**src/design/kalman_filter_2state_scalar_macros.svh**
```systemverilog
// Assertion macros shared by the filter RTL.
`ifndef KALMAN_FILTER_2STATE_SCALAR_MACROS_SVH
`define KALMAN_FILTER_2STATE_SCALAR_MACROS_SVH
`ifndef SYNTHESIS
// Same-cycle implication, clocked on i_clk and held off during reset.
`define KF2_ASSERT_NOW(label, pre, post) \
    label: assert property (@(posedge i_clk) disable iff (!i_rst_n) (pre) |-> (post)) \
        else $error("kf2 assertion failed");
// Next-cycle implication.
`define KF2_ASSERT_NEXT(label, pre, post) \
    label: assert property (@(posedge i_clk) disable iff (!i_rst_n) (pre) |=> (post)) \
        else $error("kf2 assertion failed");
`else
`define KF2_ASSERT_NOW(label, pre, post)
`define KF2_ASSERT_NEXT(label, pre, post)
`endif
`endif

```
**src/design/kf2_pkg.sv**
```systemverilog
// ----------------------------------------------------------------------------
// kf2_pkg
// Types, codes and the microprogram of the two-state Kalman filter.
// ----------------------------------------------------------------------------
package kf2_pkg;

    localparam int ACC_W = 66;
    localparam int PC_W  = 6;

    typedef logic [PC_W-1:0] t_pc;
    typedef logic [1:0]      t_status;

    localparam t_status STAT_OK   = 2'd0;
    localparam t_status STAT_SAT  = 2'd1;
    localparam t_status STAT_SKIP = 2'd2;

    typedef enum logic [2:0] {
        REG_TRANS_A, REG_TRANS_B, REG_TRANS_C, REG_TRANS_D,
        REG_OBS_POS, REG_OBS_VEL, REG_MEAS_NOISE, REG_INIT_VAR
    } t_reg_idx;

    typedef struct packed {
        logic signed [31:0] trans_a;
        logic signed [31:0] trans_b;
        logic signed [31:0] trans_c;
        logic signed [31:0] trans_d;
        logic signed [31:0] obs_pos;
        logic signed [31:0] obs_vel;
        logic        [30:0] meas_noise;
        logic        [30:0] init_var;
    } t_cfg;

    typedef enum logic [2:0] {
        S_IDLE, S_ISSUE, S_MAC, S_DIV, S_DONE
    } t_state;

    typedef enum logic [1:0] { K_MAC, K_DIV, K_CHECK, K_END } t_kind;

    typedef enum logic [5:0] {
        OP_ZERO, OP_ONE, OP_Z, OP_X0, OP_X1,
        OP_P00, OP_P01, OP_P10, OP_P11,
        OP_HX, OP_Y, OP_A0, OP_A1, OP_S, OP_K0, OP_K1,
        OP_M00, OP_M01, OP_M10, OP_M11,
        OP_T00, OP_T01, OP_T10, OP_T11,
        OP_TA, OP_TB, OP_TC, OP_TD, OP_H0, OP_H1, OP_R
    } t_opd;

    typedef struct packed {
        t_kind kind;
        t_opd  a1;
        t_opd  b1;
        logic  n1;
        t_opd  a2;
        t_opd  b2;
        logic  n2;
        t_opd  add;
        t_opd  dst;
    } t_uop;

    localparam t_pc PC_PREDICT = t_pc'(22);

    // MAC and divider results, with saturation flag, handed back to the sequencer
    typedef struct packed {
        logic               done;
        logic               sat;
        logic signed [31:0] value;
    } t_res;

    function automatic t_uop mk(input t_kind k, input t_opd d, input t_opd ad,
                                input t_opd a1, input t_opd b1, input logic n1,
                                input t_opd a2, input t_opd b2, input logic n2);
        t_uop u;
        u.kind = k; u.dst = d; u.add = ad;
        u.a1 = a1; u.b1 = b1; u.n1 = n1;
        u.a2 = a2; u.b2 = b2; u.n2 = n2;
        return u;
    endfunction

    function automatic t_uop ucode(input t_pc pc);
        t_uop u;
        case (pc)
            6'd0:  u = mk(K_MAC, OP_HX, OP_ZERO, OP_H0, OP_X0, 0, OP_H1, OP_X1, 0);
            6'd1:  u = mk(K_MAC, OP_Y, OP_ZERO, OP_Z, OP_ONE, 0, OP_HX, OP_ONE, 1);
            6'd2:  u = mk(K_MAC, OP_A0, OP_ZERO, OP_P00, OP_H0, 0, OP_P01, OP_H1, 0);
            6'd3:  u = mk(K_MAC, OP_A1, OP_ZERO, OP_P10, OP_H0, 0, OP_P11, OP_H1, 0);
            6'd4:  u = mk(K_MAC, OP_S, OP_R, OP_H0, OP_A0, 0, OP_H1, OP_A1, 0);
            6'd5:  u = mk(K_CHECK, OP_ZERO, OP_ZERO, OP_ZERO, OP_ZERO, 0,
                          OP_ZERO, OP_ZERO, 0);
            6'd6:  u = mk(K_DIV, OP_K0, OP_ZERO, OP_A0, OP_ZERO, 0, OP_ZERO, OP_ZERO, 0);
            6'd7:  u = mk(K_DIV, OP_K1, OP_ZERO, OP_A1, OP_ZERO, 0, OP_ZERO, OP_ZERO, 0);
            6'd8:  u = mk(K_MAC, OP_M00, OP_ONE, OP_K0, OP_H0, 1, OP_ZERO, OP_ZERO, 0);
            6'd9:  u = mk(K_MAC, OP_M01, OP_ZERO, OP_K0, OP_H1, 1, OP_ZERO, OP_ZERO, 0);
            6'd10: u = mk(K_MAC, OP_M10, OP_ZERO, OP_K1, OP_H0, 1, OP_ZERO, OP_ZERO, 0);
            6'd11: u = mk(K_MAC, OP_M11, OP_ONE, OP_K1, OP_H1, 1, OP_ZERO, OP_ZERO, 0);
            6'd12: u = mk(K_MAC, OP_X0, OP_X0, OP_K0, OP_Y, 0, OP_ZERO, OP_ZERO, 0);
            6'd13: u = mk(K_MAC, OP_X1, OP_X1, OP_K1, OP_Y, 0, OP_ZERO, OP_ZERO, 0);
            6'd14: u = mk(K_MAC, OP_T00, OP_ZERO, OP_M00, OP_P00, 0, OP_M01, OP_P10, 0);
            6'd15: u = mk(K_MAC, OP_T01, OP_ZERO, OP_M00, OP_P01, 0, OP_M01, OP_P11, 0);
            6'd16: u = mk(K_MAC, OP_T10, OP_ZERO, OP_M10, OP_P00, 0, OP_M11, OP_P10, 0);
            6'd17: u = mk(K_MAC, OP_T11, OP_ZERO, OP_M10, OP_P01, 0, OP_M11, OP_P11, 0);
            6'd18: u = mk(K_MAC, OP_P00, OP_ZERO, OP_T00, OP_ONE, 0, OP_ZERO, OP_ZERO, 0);
            6'd19: u = mk(K_MAC, OP_P01, OP_ZERO, OP_T01, OP_ONE, 0, OP_ZERO, OP_ZERO, 0);
            6'd20: u = mk(K_MAC, OP_P10, OP_ZERO, OP_T10, OP_ONE, 0, OP_ZERO, OP_ZERO, 0);
            6'd21: u = mk(K_MAC, OP_P11, OP_ZERO, OP_T11, OP_ONE, 0, OP_ZERO, OP_ZERO, 0);
            6'd22: u = mk(K_MAC, OP_HX, OP_ZERO, OP_TA, OP_X0, 0, OP_TB, OP_X1, 0);
            6'd23: u = mk(K_MAC, OP_Y, OP_ZERO, OP_TC, OP_X0, 0, OP_TD, OP_X1, 0);
            6'd24: u = mk(K_MAC, OP_X0, OP_ZERO, OP_HX, OP_ONE, 0, OP_ZERO, OP_ZERO, 0);
            6'd25: u = mk(K_MAC, OP_X1, OP_ZERO, OP_Y, OP_ONE, 0, OP_ZERO, OP_ZERO, 0);
            6'd26: u = mk(K_MAC, OP_T00, OP_ZERO, OP_TA, OP_P00, 0, OP_TB, OP_P10, 0);
            6'd27: u = mk(K_MAC, OP_T01, OP_ZERO, OP_TA, OP_P01, 0, OP_TB, OP_P11, 0);
            6'd28: u = mk(K_MAC, OP_T10, OP_ZERO, OP_TC, OP_P00, 0, OP_TD, OP_P10, 0);
            6'd29: u = mk(K_MAC, OP_T11, OP_ZERO, OP_TC, OP_P01, 0, OP_TD, OP_P11, 0);
            6'd30: u = mk(K_MAC, OP_P00, OP_ZERO, OP_T00, OP_TA, 0, OP_T01, OP_TB, 0);
            6'd31: u = mk(K_MAC, OP_P01, OP_ZERO, OP_T00, OP_TC, 0, OP_T01, OP_TD, 0);
            6'd32: u = mk(K_MAC, OP_P10, OP_ZERO, OP_T10, OP_TA, 0, OP_T11, OP_TB, 0);
            6'd33: u = mk(K_MAC, OP_P11, OP_ZERO, OP_T10, OP_TC, 0, OP_T11, OP_TD, 0);
            default: u = mk(K_END, OP_ZERO, OP_ZERO, OP_ZERO, OP_ZERO, 0,
                            OP_ZERO, OP_ZERO, 0);
        endcase
        return u;
    endfunction

    // clamp a wide accumulator to 32 bit signed; top bit flags a clamp
    function automatic logic [32:0] sat_acc(input logic signed [ACC_W-1:0] v);
        logic [32:0] r;
        if (v > ACC_W'(64'sd2147483647)) begin
            r = {1'b1, 32'h7fff_ffff};
        end else if (v < -ACC_W'(64'sd2147483648)) begin
            r = {1'b1, 32'h8000_0000};
        end else begin
            r = {1'b0, v[31:0]};
        end
        return r;
    endfunction

endpackage

```
**src/design/kf2_cfg.sv**
```systemverilog
// ----------------------------------------------------------------------------
// kf2_cfg
// APB register bank for the transition, observation, noise and initial-variance settings.
// ----------------------------------------------------------------------------
module kf2_cfg import kf2_pkg::*; #(
    parameter int FRAC_BITS = 16
) (
    input  logic        i_clk,
    input  logic        i_rst_n,
    input  logic        psel,
    input  logic        penable,
    input  logic        pwrite,
    input  logic [4:0]  paddr,
    input  logic [31:0] pwdata,
    output logic [31:0] prdata,
    output logic        pready,
    output t_cfg        o_cfg
);
    localparam logic [31:0] ONE = 32'(64'd1 << FRAC_BITS);

    t_cfg     r_cfg;
    t_reg_idx idx;
    logic     wr;

    assign idx    = t_reg_idx'(paddr[4:2]);
    assign wr     = psel && penable && pwrite;
    assign pready = 1'b1;
    assign o_cfg  = r_cfg;

    always_ff @(posedge i_clk) begin
        if (!i_rst_n) begin
            r_cfg.trans_a    <= ONE;
            r_cfg.trans_b    <= ONE;
            r_cfg.trans_c    <= '0;
            r_cfg.trans_d    <= ONE;
            r_cfg.obs_pos    <= ONE;
            r_cfg.obs_vel    <= '0;
            r_cfg.meas_noise <= ONE[30:0];
            r_cfg.init_var   <= 31'(64'd100 << FRAC_BITS);
        end else if (wr) begin
            case (idx)
                REG_TRANS_A:    r_cfg.trans_a    <= pwdata;
                REG_TRANS_B:    r_cfg.trans_b    <= pwdata;
                REG_TRANS_C:    r_cfg.trans_c    <= pwdata;
                REG_TRANS_D:    r_cfg.trans_d    <= pwdata;
                REG_OBS_POS:    r_cfg.obs_pos    <= pwdata;
                REG_OBS_VEL:    r_cfg.obs_vel    <= pwdata;
                REG_MEAS_NOISE: r_cfg.meas_noise <= pwdata[30:0];
                REG_INIT_VAR:   r_cfg.init_var   <= pwdata[30:0];
                default: ;
            endcase
        end
    end

    always_comb begin
        case (idx)
            REG_TRANS_A:    prdata = r_cfg.trans_a;
            REG_TRANS_B:    prdata = r_cfg.trans_b;
            REG_TRANS_C:    prdata = r_cfg.trans_c;
            REG_TRANS_D:    prdata = r_cfg.trans_d;
            REG_OBS_POS:    prdata = r_cfg.obs_pos;
            REG_OBS_VEL:    prdata = r_cfg.obs_vel;
            REG_MEAS_NOISE: prdata = {1'b0, r_cfg.meas_noise};
            REG_INIT_VAR:   prdata = {1'b0, r_cfg.init_var};
            default:        prdata = '0;
        endcase
    end
endmodule

```
**config.mk**
```make
export PLATFORM = sky130hd
export DESIGN_NAME = kf2_cfg
export DESIGN_NICKNAME = d
export VERILOG_FILES = /design/src/design/kalman_filter_2state_scalar_macros.svh /design/src/design/kf2_pkg.sv /design/src/design/kf2_cfg.sv
export SDC_FILE = /design/constraint.sdc
export NUM_CORES = 1
export LEC_CHECK = 0
export ABC_AREA = 1
export BUFFER_PORTS_ARGS = -buffer_cell sky130_fd_sc_hd__buf_2
export CAP_MARGIN = 30
export CORE_ASPECT_RATIO = 1.1
export CORE_MARGIN = 10
export CORE_UTILIZATION = 47
export CTS_CLUSTER_DIAMETER = 50
export DETAILED_ROUTE_END_ITERATION = 10
export PLACE_DENSITY_LB_ADDON = 0.2
export SETUP_SLACK_MARGIN = 0.2
export SLEW_MARGIN = 20
export SYNTH_ARGS = -nofsm -noshare
export SYNTH_HDL_FRONTEND = slang
export SYNTH_SLANG_ARGS = --single-unit
export TNS_END_PERCENT = 1
```
**constraint.sdc**
```tcl
create_clock -name i_clk -period 1.1 [get_ports i_clk]
set_input_delay 0.11 -clock i_clk [delete_from_list [all_inputs] [get_ports i_clk]]
set_output_delay 0.11 -clock i_clk [all_outputs]
set_load 0.02 [all_outputs]
```
==> impl_metrics.toml <==
[status]
status = "finished, violations left"
violations = "setup timing"

[synthesis]
synth_top_area_share_pct = 44.1
synth_area_leaders = "dfxtp_1, nor2_1, o21ai_0, nand4_1, nand2_1"
ys_ff_latch = 254
async_reset_ff_share_pct = 0
synth-main-ff-cell = "dfxtp_1"
synth_common_cells = "nor2_1, dfxtp_1, nand2_1, o21ai_0, nand4_1"
yosysUniqueCellTypes = 24
yosys.area.top_type = "dfxtp_1"
synth_edf_count = 0
yosysMostFrequentCell = "nor2_1"
syn_area_per_cell_um2 = 6.78
synthCells = 1698
syn_area_um2 = 11500
yosysWarnings = 0
yosysSeqAreaShare_pct = 44.1
synth_nets = 1740

[global_route]
grt_usage_pct = 30.8
grt_use_met2_pct = 47.9
top_usage_layer = "met2"
met3_usage_pct = 6.67
grt_pass1_vias = 13500
antenna_found_initial = 1
met1_usage_pct = 40.5
grt_max_degree = 53
grt_pass1_wl_um = 77500
overflow = 0

[critical_path]
cp_max_fo = 2
cp_slowest_cell = "dfxtp_2"
worstPathArrival_ns = 1.53
slowest_delay_ns = 0.33
worstSetupStartpointType = "flop"
cp.required_ns = 0.99
path_class = "reg -> out"
crit_path_cell_trace = "nand4_1 > nand2_1 > nor2_2 > buf_4 > nand3_2 > buf_6"
end_kind = "output port"

[timing]
finalHoldWorstSlack_ns = 0.0313
setup_viol = 286
finalCriticalPeriod_ns = 1.64
fin_ws_ns = -0.542
hold_violations = 0
period_share_pct = 149
worstMarginPinSlew_ns = 0.547
rsz0062_at_grt = "true"
fmax_ghz = 0.609
maxSlewHeadroom_pct = 63.5
slew_viol_final = 0
finClkSkew_ns = 0

[layout]
drive_gt1_share_pct = 42.3
largest_reg_flops = 254
finalNetCount = 2120
area_delta_synth_final_pct = 59.0
fin_area_um2 = 18300

[routing]
via_count = 13900
drc = 0
antenna_left = 0
avgViaCountPerCell = 5.79
wl_per_cell_um = 21.2
routed_wl_um = 51000
first_iter_violations = 1658
drtPass1Iterations = 6

[place]
numPortBuffers = 325
place_area_um2 = 14600
place_hpwl_um = 34700
place_ws_ns = -0.392
gp_congestion = 0.933

[floorplan]
boundaryPins = 329
rows = 60
die_x_um = 169
core_area_um2 = 24300
die_y_um = 184
start_util_pct = 47.4
die_area_um2 = 31200

[power_and_ir_drop]
intPower_mw = 16.1
comb_power_share_pct = 10.3
p_sw_mw = 5.61
power.share.clock_pct = 46.5
power_leakage_nw = 8.55
p_sw_share_pct = 25.8
pwr-share-seq_pct = 43.2
powerDensity_nw_per_um2 = 1190
peakVddDrop_mv = 0.944

[clock_network]
cts_buffer_depth = 3
insertion_delay_ns = 0.56
cts_made_buffers = 31
path_clk_slew_ns = 0.06
cts.sinks = 254
cts_tree = "yes"
root_buffer = "clkbuf_16"
cts.htree.levels = 1

[hold_path]
hold_path_class = "in -> reg"

[run]
maxCapViolCount = 0
==> kinds of logic after synthesis <==
family	synth area share, %
buffers and inverters	8.31
flip-flops	44.1
AO/OA/AOI/OAI	10.8
AND/OR/NAND/NOR	36.7
other	0.0326
==> worst max-delay path, delay by kind of cell (launching register included) <==
family	cells	cell delay, ns
DFF	1	0.33
and+or+nand+nor	4	0.36
buffers and inverters	2	0.27
==> through the flow <==
| stage | power [mW] | TNS (ns) | util, % | std cells |
|---|---|---|---|---|
| 2_1_floorplan | 10.7 | 0 | - | 1698 |
| 3_3_place_gp | 11.5 | -61.99 | 59.9 | 2319 |
| 6_report | 21.8 | -31.60 | 75.3 | 2407 |
| 5_1_grt | 22.3 | -39.00 | 75.3 | 2407 |
| 3_5_place_dp | 11.5 | -67.31 | 59.9 | 2319 |
| 4_1_cts | 21.7 | -34.30 | 73.7 | 2403 |
==> per-layer routing <==
metal	routed length, um	up-vias
met1	20100	6525
met2	23100	885
met5	0	-
li1	-	6373
met4	2080	0
met3	5670	142
==> cells in the final DEF, fill, tap and decap left out, types with 37 or more instances in the layout <==
cell,count
o21ai_0,161
nor3_1,64
nand3_1,39
buf_6,318
o21ai_1,86
nor2_1,472
buf_2,60
dfxtp_2,215
inv_1,37
nor2_2,51
nand2_1,170
nand4_1,127
buf_4,74
==> power by group through the flow <==
stage	Sequential, mW	Combinational, mW	Clock (mW)
3_5_place_dp	9.61	1.88	0
6_report	9.40	2.24	10.1
2_1_floorplan	9.74	0.929	0
4_1_cts	9.44	2.14	10.1
3_3_place_gp	9.61	1.87	0
5_1_grt	9.41	2.36	10.5
==> area by class of cell <==
class	count	area, um2
flip-flops and latches	254	5460
repair buffers	520	5460
fillers	1735	6010
clock buffers	40	830
diodes	1	2.50
multi-input cells	1226	5850
well taps	310	388
clock inverters	11	155
inverters	45	181
==> path summary, 6_finish.rpt <==
path / start / end / slack (ns) / depth (start not counted)
max reg2reg: o_cfg[216] / o_cfg[216] / 0.29 / 3
min: i_rst_n / o_cfg[22] / 0.03 / 3
max: o_cfg[181] / prdata[23] / -0.54 / 6
min reg2reg: o_cfg[238] / o_cfg[238] / 0.49 / 2
==> what timing repair did <==
action	in CTS	in global routing
hold buffers	33	0
resized for setup	787	132
endpoints found under the setup margin	286	386
setup buffers	0	3
hold endpoints to repair	234	0
pin swaps	16	19
No activity file was read; power rests on OpenSTA's default activity.
