$ cat src/design/kalman_filter_2state_scalar_macros.svh
// Assertion macros shared by the filter RTL.
`ifndef KALMAN_FILTER_2STATE_SCALAR_MACROS_SVH
`define KALMAN_FILTER_2STATE_SCALAR_MACROS_SVH
`ifndef SYNTHESIS
// Same-cycle implication, clocked on i_clk and held off during reset.
`define KF2_ASSERT_NOW(label, pre, post) \
    label: assert property (@(posedge i_clk) disable iff (!i_rst_n) (pre) |-> (post)) \
        else $error("kf2 assertion failed");
// Next-cycle implication.
`define KF2_ASSERT_NEXT(label, pre, post) \
    label: assert property (@(posedge i_clk) disable iff (!i_rst_n) (pre) |=> (post)) \
        else $error("kf2 assertion failed");
`else
`define KF2_ASSERT_NOW(label, pre, post)
`define KF2_ASSERT_NEXT(label, pre, post)
`endif
`endif

$ cat src/design/kf2_pkg.sv
// ----------------------------------------------------------------------------
// kf2_pkg
// Types, codes and the microprogram of the two-state Kalman filter.
// ----------------------------------------------------------------------------
package kf2_pkg;

    localparam int ACC_W = 66;
    localparam int PC_W  = 6;

    typedef logic [PC_W-1:0] t_pc;
    typedef logic [1:0]      t_status;

    localparam t_status STAT_OK   = 2'd0;
    localparam t_status STAT_SAT  = 2'd1;
    localparam t_status STAT_SKIP = 2'd2;

    typedef enum logic [2:0] {
        REG_TRANS_A, REG_TRANS_B, REG_TRANS_C, REG_TRANS_D,
        REG_OBS_POS, REG_OBS_VEL, REG_MEAS_NOISE, REG_INIT_VAR
    } t_reg_idx;

    typedef struct packed {
        logic signed [31:0] trans_a;
        logic signed [31:0] trans_b;
        logic signed [31:0] trans_c;
        logic signed [31:0] trans_d;
        logic signed [31:0] obs_pos;
        logic signed [31:0] obs_vel;
        logic        [30:0] meas_noise;
        logic        [30:0] init_var;
    } t_cfg;

    typedef enum logic [2:0] {
        S_IDLE, S_ISSUE, S_MAC, S_DIV, S_DONE
    } t_state;

    typedef enum logic [1:0] { K_MAC, K_DIV, K_CHECK, K_END } t_kind;

    typedef enum logic [5:0] {
        OP_ZERO, OP_ONE, OP_Z, OP_X0, OP_X1,
        OP_P00, OP_P01, OP_P10, OP_P11,
        OP_HX, OP_Y, OP_A0, OP_A1, OP_S, OP_K0, OP_K1,
        OP_M00, OP_M01, OP_M10, OP_M11,
        OP_T00, OP_T01, OP_T10, OP_T11,
        OP_TA, OP_TB, OP_TC, OP_TD, OP_H0, OP_H1, OP_R
    } t_opd;

    typedef struct packed {
        t_kind kind;
        t_opd  a1;
        t_opd  b1;
        logic  n1;
        t_opd  a2;
        t_opd  b2;
        logic  n2;
        t_opd  add;
        t_opd  dst;
    } t_uop;

    localparam t_pc PC_PREDICT = t_pc'(22);

    // MAC and divider results, with saturation flag, handed back to the sequencer
    typedef struct packed {
        logic               done;
        logic               sat;
        logic signed [31:0] value;
    } t_res;

    function automatic t_uop mk(input t_kind k, input t_opd d, input t_opd ad,
                                input t_opd a1, input t_opd b1, input logic n1,
                                input t_opd a2, input t_opd b2, input logic n2);
        t_uop u;
        u.kind = k; u.dst = d; u.add = ad;
        u.a1 = a1; u.b1 = b1; u.n1 = n1;
        u.a2 = a2; u.b2 = b2; u.n2 = n2;
        return u;
    endfunction

    function automatic t_uop ucode(input t_pc pc);
        t_uop u;
        case (pc)
            6'd0:  u = mk(K_MAC, OP_HX, OP_ZERO, OP_H0, OP_X0, 0, OP_H1, OP_X1, 0);
            6'd1:  u = mk(K_MAC, OP_Y, OP_ZERO, OP_Z, OP_ONE, 0, OP_HX, OP_ONE, 1);
            6'd2:  u = mk(K_MAC, OP_A0, OP_ZERO, OP_P00, OP_H0, 0, OP_P01, OP_H1, 0);
            6'd3:  u = mk(K_MAC, OP_A1, OP_ZERO, OP_P10, OP_H0, 0, OP_P11, OP_H1, 0);
            6'd4:  u = mk(K_MAC, OP_S, OP_R, OP_H0, OP_A0, 0, OP_H1, OP_A1, 0);
            6'd5:  u = mk(K_CHECK, OP_ZERO, OP_ZERO, OP_ZERO, OP_ZERO, 0,
                          OP_ZERO, OP_ZERO, 0);
            6'd6:  u = mk(K_DIV, OP_K0, OP_ZERO, OP_A0, OP_ZERO, 0, OP_ZERO, OP_ZERO, 0);
            6'd7:  u = mk(K_DIV, OP_K1, OP_ZERO, OP_A1, OP_ZERO, 0, OP_ZERO, OP_ZERO, 0);
            6'd8:  u = mk(K_MAC, OP_M00, OP_ONE, OP_K0, OP_H0, 1, OP_ZERO, OP_ZERO, 0);
            6'd9:  u = mk(K_MAC, OP_M01, OP_ZERO, OP_K0, OP_H1, 1, OP_ZERO, OP_ZERO, 0);
            6'd10: u = mk(K_MAC, OP_M10, OP_ZERO, OP_K1, OP_H0, 1, OP_ZERO, OP_ZERO, 0);
            6'd11: u = mk(K_MAC, OP_M11, OP_ONE, OP_K1, OP_H1, 1, OP_ZERO, OP_ZERO, 0);
            6'd12: u = mk(K_MAC, OP_X0, OP_X0, OP_K0, OP_Y, 0, OP_ZERO, OP_ZERO, 0);
            6'd13: u = mk(K_MAC, OP_X1, OP_X1, OP_K1, OP_Y, 0, OP_ZERO, OP_ZERO, 0);
            6'd14: u = mk(K_MAC, OP_T00, OP_ZERO, OP_M00, OP_P00, 0, OP_M01, OP_P10, 0);
            6'd15: u = mk(K_MAC, OP_T01, OP_ZERO, OP_M00, OP_P01, 0, OP_M01, OP_P11, 0);
            6'd16: u = mk(K_MAC, OP_T10, OP_ZERO, OP_M10, OP_P00, 0, OP_M11, OP_P10, 0);
            6'd17: u = mk(K_MAC, OP_T11, OP_ZERO, OP_M10, OP_P01, 0, OP_M11, OP_P11, 0);
            6'd18: u = mk(K_MAC, OP_P00, OP_ZERO, OP_T00, OP_ONE, 0, OP_ZERO, OP_ZERO, 0);
            6'd19: u = mk(K_MAC, OP_P01, OP_ZERO, OP_T01, OP_ONE, 0, OP_ZERO, OP_ZERO, 0);
            6'd20: u = mk(K_MAC, OP_P10, OP_ZERO, OP_T10, OP_ONE, 0, OP_ZERO, OP_ZERO, 0);
            6'd21: u = mk(K_MAC, OP_P11, OP_ZERO, OP_T11, OP_ONE, 0, OP_ZERO, OP_ZERO, 0);
            6'd22: u = mk(K_MAC, OP_HX, OP_ZERO, OP_TA, OP_X0, 0, OP_TB, OP_X1, 0);
            6'd23: u = mk(K_MAC, OP_Y, OP_ZERO, OP_TC, OP_X0, 0, OP_TD, OP_X1, 0);
            6'd24: u = mk(K_MAC, OP_X0, OP_ZERO, OP_HX, OP_ONE, 0, OP_ZERO, OP_ZERO, 0);
            6'd25: u = mk(K_MAC, OP_X1, OP_ZERO, OP_Y, OP_ONE, 0, OP_ZERO, OP_ZERO, 0);
            6'd26: u = mk(K_MAC, OP_T00, OP_ZERO, OP_TA, OP_P00, 0, OP_TB, OP_P10, 0);
            6'd27: u = mk(K_MAC, OP_T01, OP_ZERO, OP_TA, OP_P01, 0, OP_TB, OP_P11, 0);
            6'd28: u = mk(K_MAC, OP_T10, OP_ZERO, OP_TC, OP_P00, 0, OP_TD, OP_P10, 0);
            6'd29: u = mk(K_MAC, OP_T11, OP_ZERO, OP_TC, OP_P01, 0, OP_TD, OP_P11, 0);
            6'd30: u = mk(K_MAC, OP_P00, OP_ZERO, OP_T00, OP_TA, 0, OP_T01, OP_TB, 0);
            6'd31: u = mk(K_MAC, OP_P01, OP_ZERO, OP_T00, OP_TC, 0, OP_T01, OP_TD, 0);
            6'd32: u = mk(K_MAC, OP_P10, OP_ZERO, OP_T10, OP_TA, 0, OP_T11, OP_TB, 0);
            6'd33: u = mk(K_MAC, OP_P11, OP_ZERO, OP_T10, OP_TC, 0, OP_T11, OP_TD, 0);
            default: u = mk(K_END, OP_ZERO, OP_ZERO, OP_ZERO, OP_ZERO, 0,
                            OP_ZERO, OP_ZERO, 0);
        endcase
        return u;
    endfunction

    // clamp a wide accumulator to 32 bit signed; top bit flags a clamp
    function automatic logic [32:0] sat_acc(input logic signed [ACC_W-1:0] v);
        logic [32:0] r;
        if (v > ACC_W'(64'sd2147483647)) begin
            r = {1'b1, 32'h7fff_ffff};
        end else if (v < -ACC_W'(64'sd2147483648)) begin
            r = {1'b1, 32'h8000_0000};
        end else begin
            r = {1'b0, v[31:0]};
        end
        return r;
    endfunction

endpackage

$ cat src/design/kf2_div.sv
// ----------------------------------------------------------------------------
// kf2_div
// Restoring divider for the gain: (a << FRAC_BITS) / s, s positive, clamped.
// ----------------------------------------------------------------------------
module kf2_div import kf2_pkg::*; #(
    parameter int FRAC_BITS = 16
) (
    input  logic               i_clk,
    input  logic               i_rst_n,
    input  logic               i_start,
    input  logic signed [31:0] i_num,
    input  logic signed [31:0] i_den,
    output t_res               o_res
);
    localparam int DW  = 32 + FRAC_BITS;
    localparam int CW  = $clog2(DW + 1);

    logic          r_busy;
    logic [CW-1:0] r_cnt;
    logic          r_neg;
    logic [32:0]   r_rem;
    logic [DW-1:0] r_quo;
    logic [31:0]   mag;
    logic [33:0]   trial;
    logic [33:0]   diff;

    assign mag   = i_num[31] ? 32'(-i_num) : i_num;
    assign trial = {r_rem, r_quo[DW-1]};
    assign diff  = trial - {2'b00, i_den};

    always_ff @(posedge i_clk) begin
        if (!i_rst_n) begin
            r_busy <= 1'b0;
        end else if (i_start) begin
            r_busy <= 1'b1;
        end else if (o_res.done) begin
            r_busy <= 1'b0;
        end
    end

    always_ff @(posedge i_clk) begin
        if (i_start) begin
            r_cnt <= '0;
            r_neg <= i_num[31];
            r_rem <= '0;
            r_quo <= {mag, FRAC_BITS'(0)};
        end else if (r_busy && r_cnt != CW'(DW)) begin
            r_cnt <= r_cnt + CW'(1);
            if (!diff[33]) begin
                r_rem <= diff[32:0];
                r_quo <= {r_quo[DW-2:0], 1'b1};
            end else begin
                r_rem <= trial[32:0];
                r_quo <= {r_quo[DW-2:0], 1'b0};
            end
        end
    end

    // clamp the signed quotient to 32 bits
    always_comb begin
        o_res.done = r_busy && (r_cnt == CW'(DW));
        if (!r_neg && r_quo > DW'(64'h7fff_ffff)) begin
            o_res.sat   = 1'b1;
            o_res.value = 32'h7fff_ffff;
        end else if (r_neg && r_quo > DW'(64'h8000_0000)) begin
            o_res.sat   = 1'b1;
            o_res.value = 32'h8000_0000;
        end else begin
            o_res.sat   = 1'b0;
            o_res.value = r_neg ? 32'(-r_quo[31:0]) : r_quo[31:0];
        end
    end
endmodule

$ cat config.mk
export PLATFORM = sky130hd
export DESIGN_NAME = kf2_div
export DESIGN_NICKNAME = d
export VERILOG_FILES = /design/src/design/kalman_filter_2state_scalar_macros.svh /design/src/design/kf2_pkg.sv /design/src/design/kf2_div.sv
export SDC_FILE = /design/constraint.sdc
export NUM_CORES = 1
export LEC_CHECK = 0
export BUFFER_PORTS_ARGS = -buffer_cell sky130_fd_sc_hd__clkbuf_2
export CORE_UTILIZATION = 30
export CTS_CLUSTER_DIAMETER = 60
export DETAILED_ROUTE_END_ITERATION = 6
export SYNTH_ARGS = -nofsm -noshare
export SYNTH_HDL_FRONTEND = slang
export SYNTH_SLANG_ARGS = --single-unit
export TNS_END_PERCENT = 50
$ cat constraint.sdc
create_clock -name i_clk -period 3.3 [get_ports i_clk]
set_clock_uncertainty 0.2 [all_clocks]
set_input_delay 0.66 -clock i_clk [delete_from_list [all_inputs] [get_ports i_clk]]
set_output_delay 0.66 -clock i_clk [all_outputs]
set_load 0.02 [all_outputs]
==> results.yml <==
outcome:
  status: "finished, violations left"
  violations: "setup timing"
routing:
  drtIter0Drc: 446
  vias: 7078
  ant_nets: 0
  wl_mm: 20.8
  drtPass1Iterations: 4
  viasPerCell: 5.01
  wl_per_cell_microns: 14.8
  drc: 0
logic_synthesis:
  netlist_instances: 919
  yosysSeqAreaShare_pct: 28.9
  synth_edf_count: 33
  ys_ff_latch: 89
  ys_async_sr_fraction_pct: 0
  netlist_area_sq_um: 7310
  syn_avg_cell_area_sq_um: 7.96
  synth_top_flop_cell: "dfxtp_1"
  synth_cell_types: 80
  syn_nets: 1023
  yosys_warnings: 0
clock_network:
  cts.sinks: 89
  cts.clk_slew.worst_paths_ns: 0.07
  cts_tree: "done"
  htreeDepth: 3
  insertion_delay_ns: 0.35
  cts_buffer_depth: 2
  cts_buffers: 9
  root_buffer: "clkbuf_16"
worst_setup_path:
  rrSetupSlack_ns: 0.20
  critPathMostFrequentCell: "or3_4"
  arrival_ns: 2.86
  crit_buf_inv: 1
  max_stage_delay_ns: 0.53
  crit_slowest_cell: "or4_4"
  path_delay_family: "simple AND/OR/NAND/NOR gates"
  cp.required_ns: 2.44
  critPathCaptureType: "output port"
  worstPathCellList: "or4_4 > or3_4 > nor2_4 > nand2_2 > or3_4 > o311a_4 > o21ai_2 > buf_6"
  path_class: "register to output port"
  r2r_start: "r_rem[7]$_SDFFE_PP0P_"
  path_max_fanout: 8
  crit_start: "r_quo[14]$_SDFFE_PP0P_"
  startpoint_type: "register"
layout:
  final_nets: 1192
  utilization_pct: 40.6
  area_growth_syn_to_layout_pct: 31.6
  layout_commonest_cell: "nand2_1"
  finalNonFillerCells: 1412
  final_cell_mix: "nand2_1 (131), buf_4 (110), clkbuf_2 (68)"
  final_area_sq_um: 9620
  n_antenna_cell: 0
  drive_above_1_share_pct: 26.5
sta:
  slew_violations: 0
  max_slew_margin_pct: 50.7
  hold_viol: 0
  worstMarginPinSlew_ns: 0.739
  setup_ws_ns: -0.425
  fmax_ghz: 0.268
  finalCritPeriodShare_pct: 113
  layout_min_cycle_time_ns: 3.72
  setup_violations: 33
  rsz0062_at_grt: "true"
pwr:
  powerDensity_nw_per_um2: 359
  irDropWorstVdd_uv: 200
  p_leak_nw: 3.99
grt:
  grt_pass1_vias: 6699
  antenna_found_initial: 0
  grt_usage_pct: 16.9
  grt_start_max_net_pins: 73
  grt.overflow.total: 0
  grt_pass1_wl_mm: 33.5
floorplan:
  die_w_microns: 158
  die-area_sq_um: 25000
  start_util_pct: 30.9
  core_area_sq_um: 23700
  die_h_microns: 158
  num_rows: 56
  ios: 101
worst_hold_path:
  min_path_type: "register to register"
  hp-start: "r_cnt[5]$_SDFFE_PP0P_"
place:
  place_area_sq_um: 8910
  dpl.cell_count: 1391
  gp_congestion: 0.876
  io_buffers: 100
  dp_hpwl_mm: 15.5
  post-place-ws_ns: -0.233
flow_run:
  cap_violations: 0
-- worst register-to-register path, delay by kind of cell, from the launching register on --
family,cells,cell delay [ns]
AO/OA/AOI/OAI,4,1.17
adder cells (fa/ha/maj),1,0.36
flip-flops,1,0.33
AND/OR/NAND/NOR,4,0.95
-- what timing repair did --
action | in CTS | in global routing
pin swaps | 19 | 15
cloned | 3 | 0
buffers inserted | 1 | 1
hold buffers | 0 | 0
gates resized for setup | 45 | 79
endpoints found under the setup margin | 33 | 64
endpoints found under the hold margin | 0 | 0
-- metrics by stage --
| stage | power, mW | hold WS, ns | setup TNS [ns] |
|---|---|---|---|
| global route | 3.64 | 0.327 | -15.12 |
| CTS | 3.42 | 0.295 | -12.77 |
| detailed placement | 2.36 | 0.283 | -9.59 |
| floorplan | 1.99 | 0.250 | -1.86 |
| finish | 3.45 | 0.294 | -11.67 |
| global placement | 2.35 | 0.276 | -6.51 |
-- layer usage --
metal  GRT usage (%)  share of wire [%]  routed length [microns]  vias up
met1            23.3                 49                    10300     3278
met5               0                  0                        0        -
met3            2.49                3.5                      727       17
li1                -                  -                        -     3660
met2            27.0                 46                     9530      123
met4            5.49                1.4                      288        0
-- cells in the mapped netlist, types with 7 or more instances --
cell type	number	area (sq um)
nand2_1	133	499
o21ai_0	58	290
nor2_1	57	214
dfxtp_1	56	1120
a21oi_1	54	270
inv_1	52	195
xnor2_1	51	447
clkbuf_1	41	154
ha_1	36	450
xor2_1	35	307
edfxtp_1	33	991
mux2i_1	28	280
o21ai_1	28	140
a211oi_1	21	158
nor3_1	17	85.1
a22o_1	16	140
o31ai_1	16	120
nor4_1	14	87.6
nand2b_1	13	81.3
nand4_1	13	81.3
a21o_1	11	82.6
nand3_1	8	40.0
nand3b_1	7	52.6
o41ai_1	7	61.3
-- registers in the layout, indices dropped and copies added (netlist names) --
name,cells
r_quo,48
r_rem,33
r_cnt,6
r_busy,1
r_neg,1
-- logic make-up (layout without fill, tap and decap cells) --
logic type / count (synthesis) / after routing / synth area share [%]
AOI/OAI and AO/OA: 269 / 272 / 24.7
xor gates and xnor gates: 86 / 86 / 10.3
adders and majority gates: 37 / 37 / 6.43
buffers and inverters: 107 / 278 / 6.11
DFF: 89 / 89 / 28.9
muxes: 29 / 29 / 3.99
and+or+nand+nor: 302 / 302 / 19.6
-- final cells by class --
cell class	instances	area, sq um
tap	319	399
sequential	89	2110
timing repair buffer	210	1590
fill	2425	14100
clock buffer	11	244
clock inverter	5	40.0
multi-input combinational	726	5050
inverter	52	195
-- path summary, 6_finish.rpt --
path              cells past startpoint                endpoint
setup / recovery                      8               o_res[17]
hold / removal                        2   r_cnt[5]$_SDFFE_PP0P_
setup reg to reg                      9  r_rem[32]$_SDFFE_PP0P_
hold reg to reg                       2   r_cnt[5]$_SDFFE_PP0P_
-- report_power, final --
part           internal [mW]  leakage, nW  switching, mW
clock network          0.540        0.143          0.457
logic                  0.530         3.05          0.626
registers               1.23        0.803         0.0719
total                   2.30         3.99           1.15
Power figures use the tool's default switching activity.
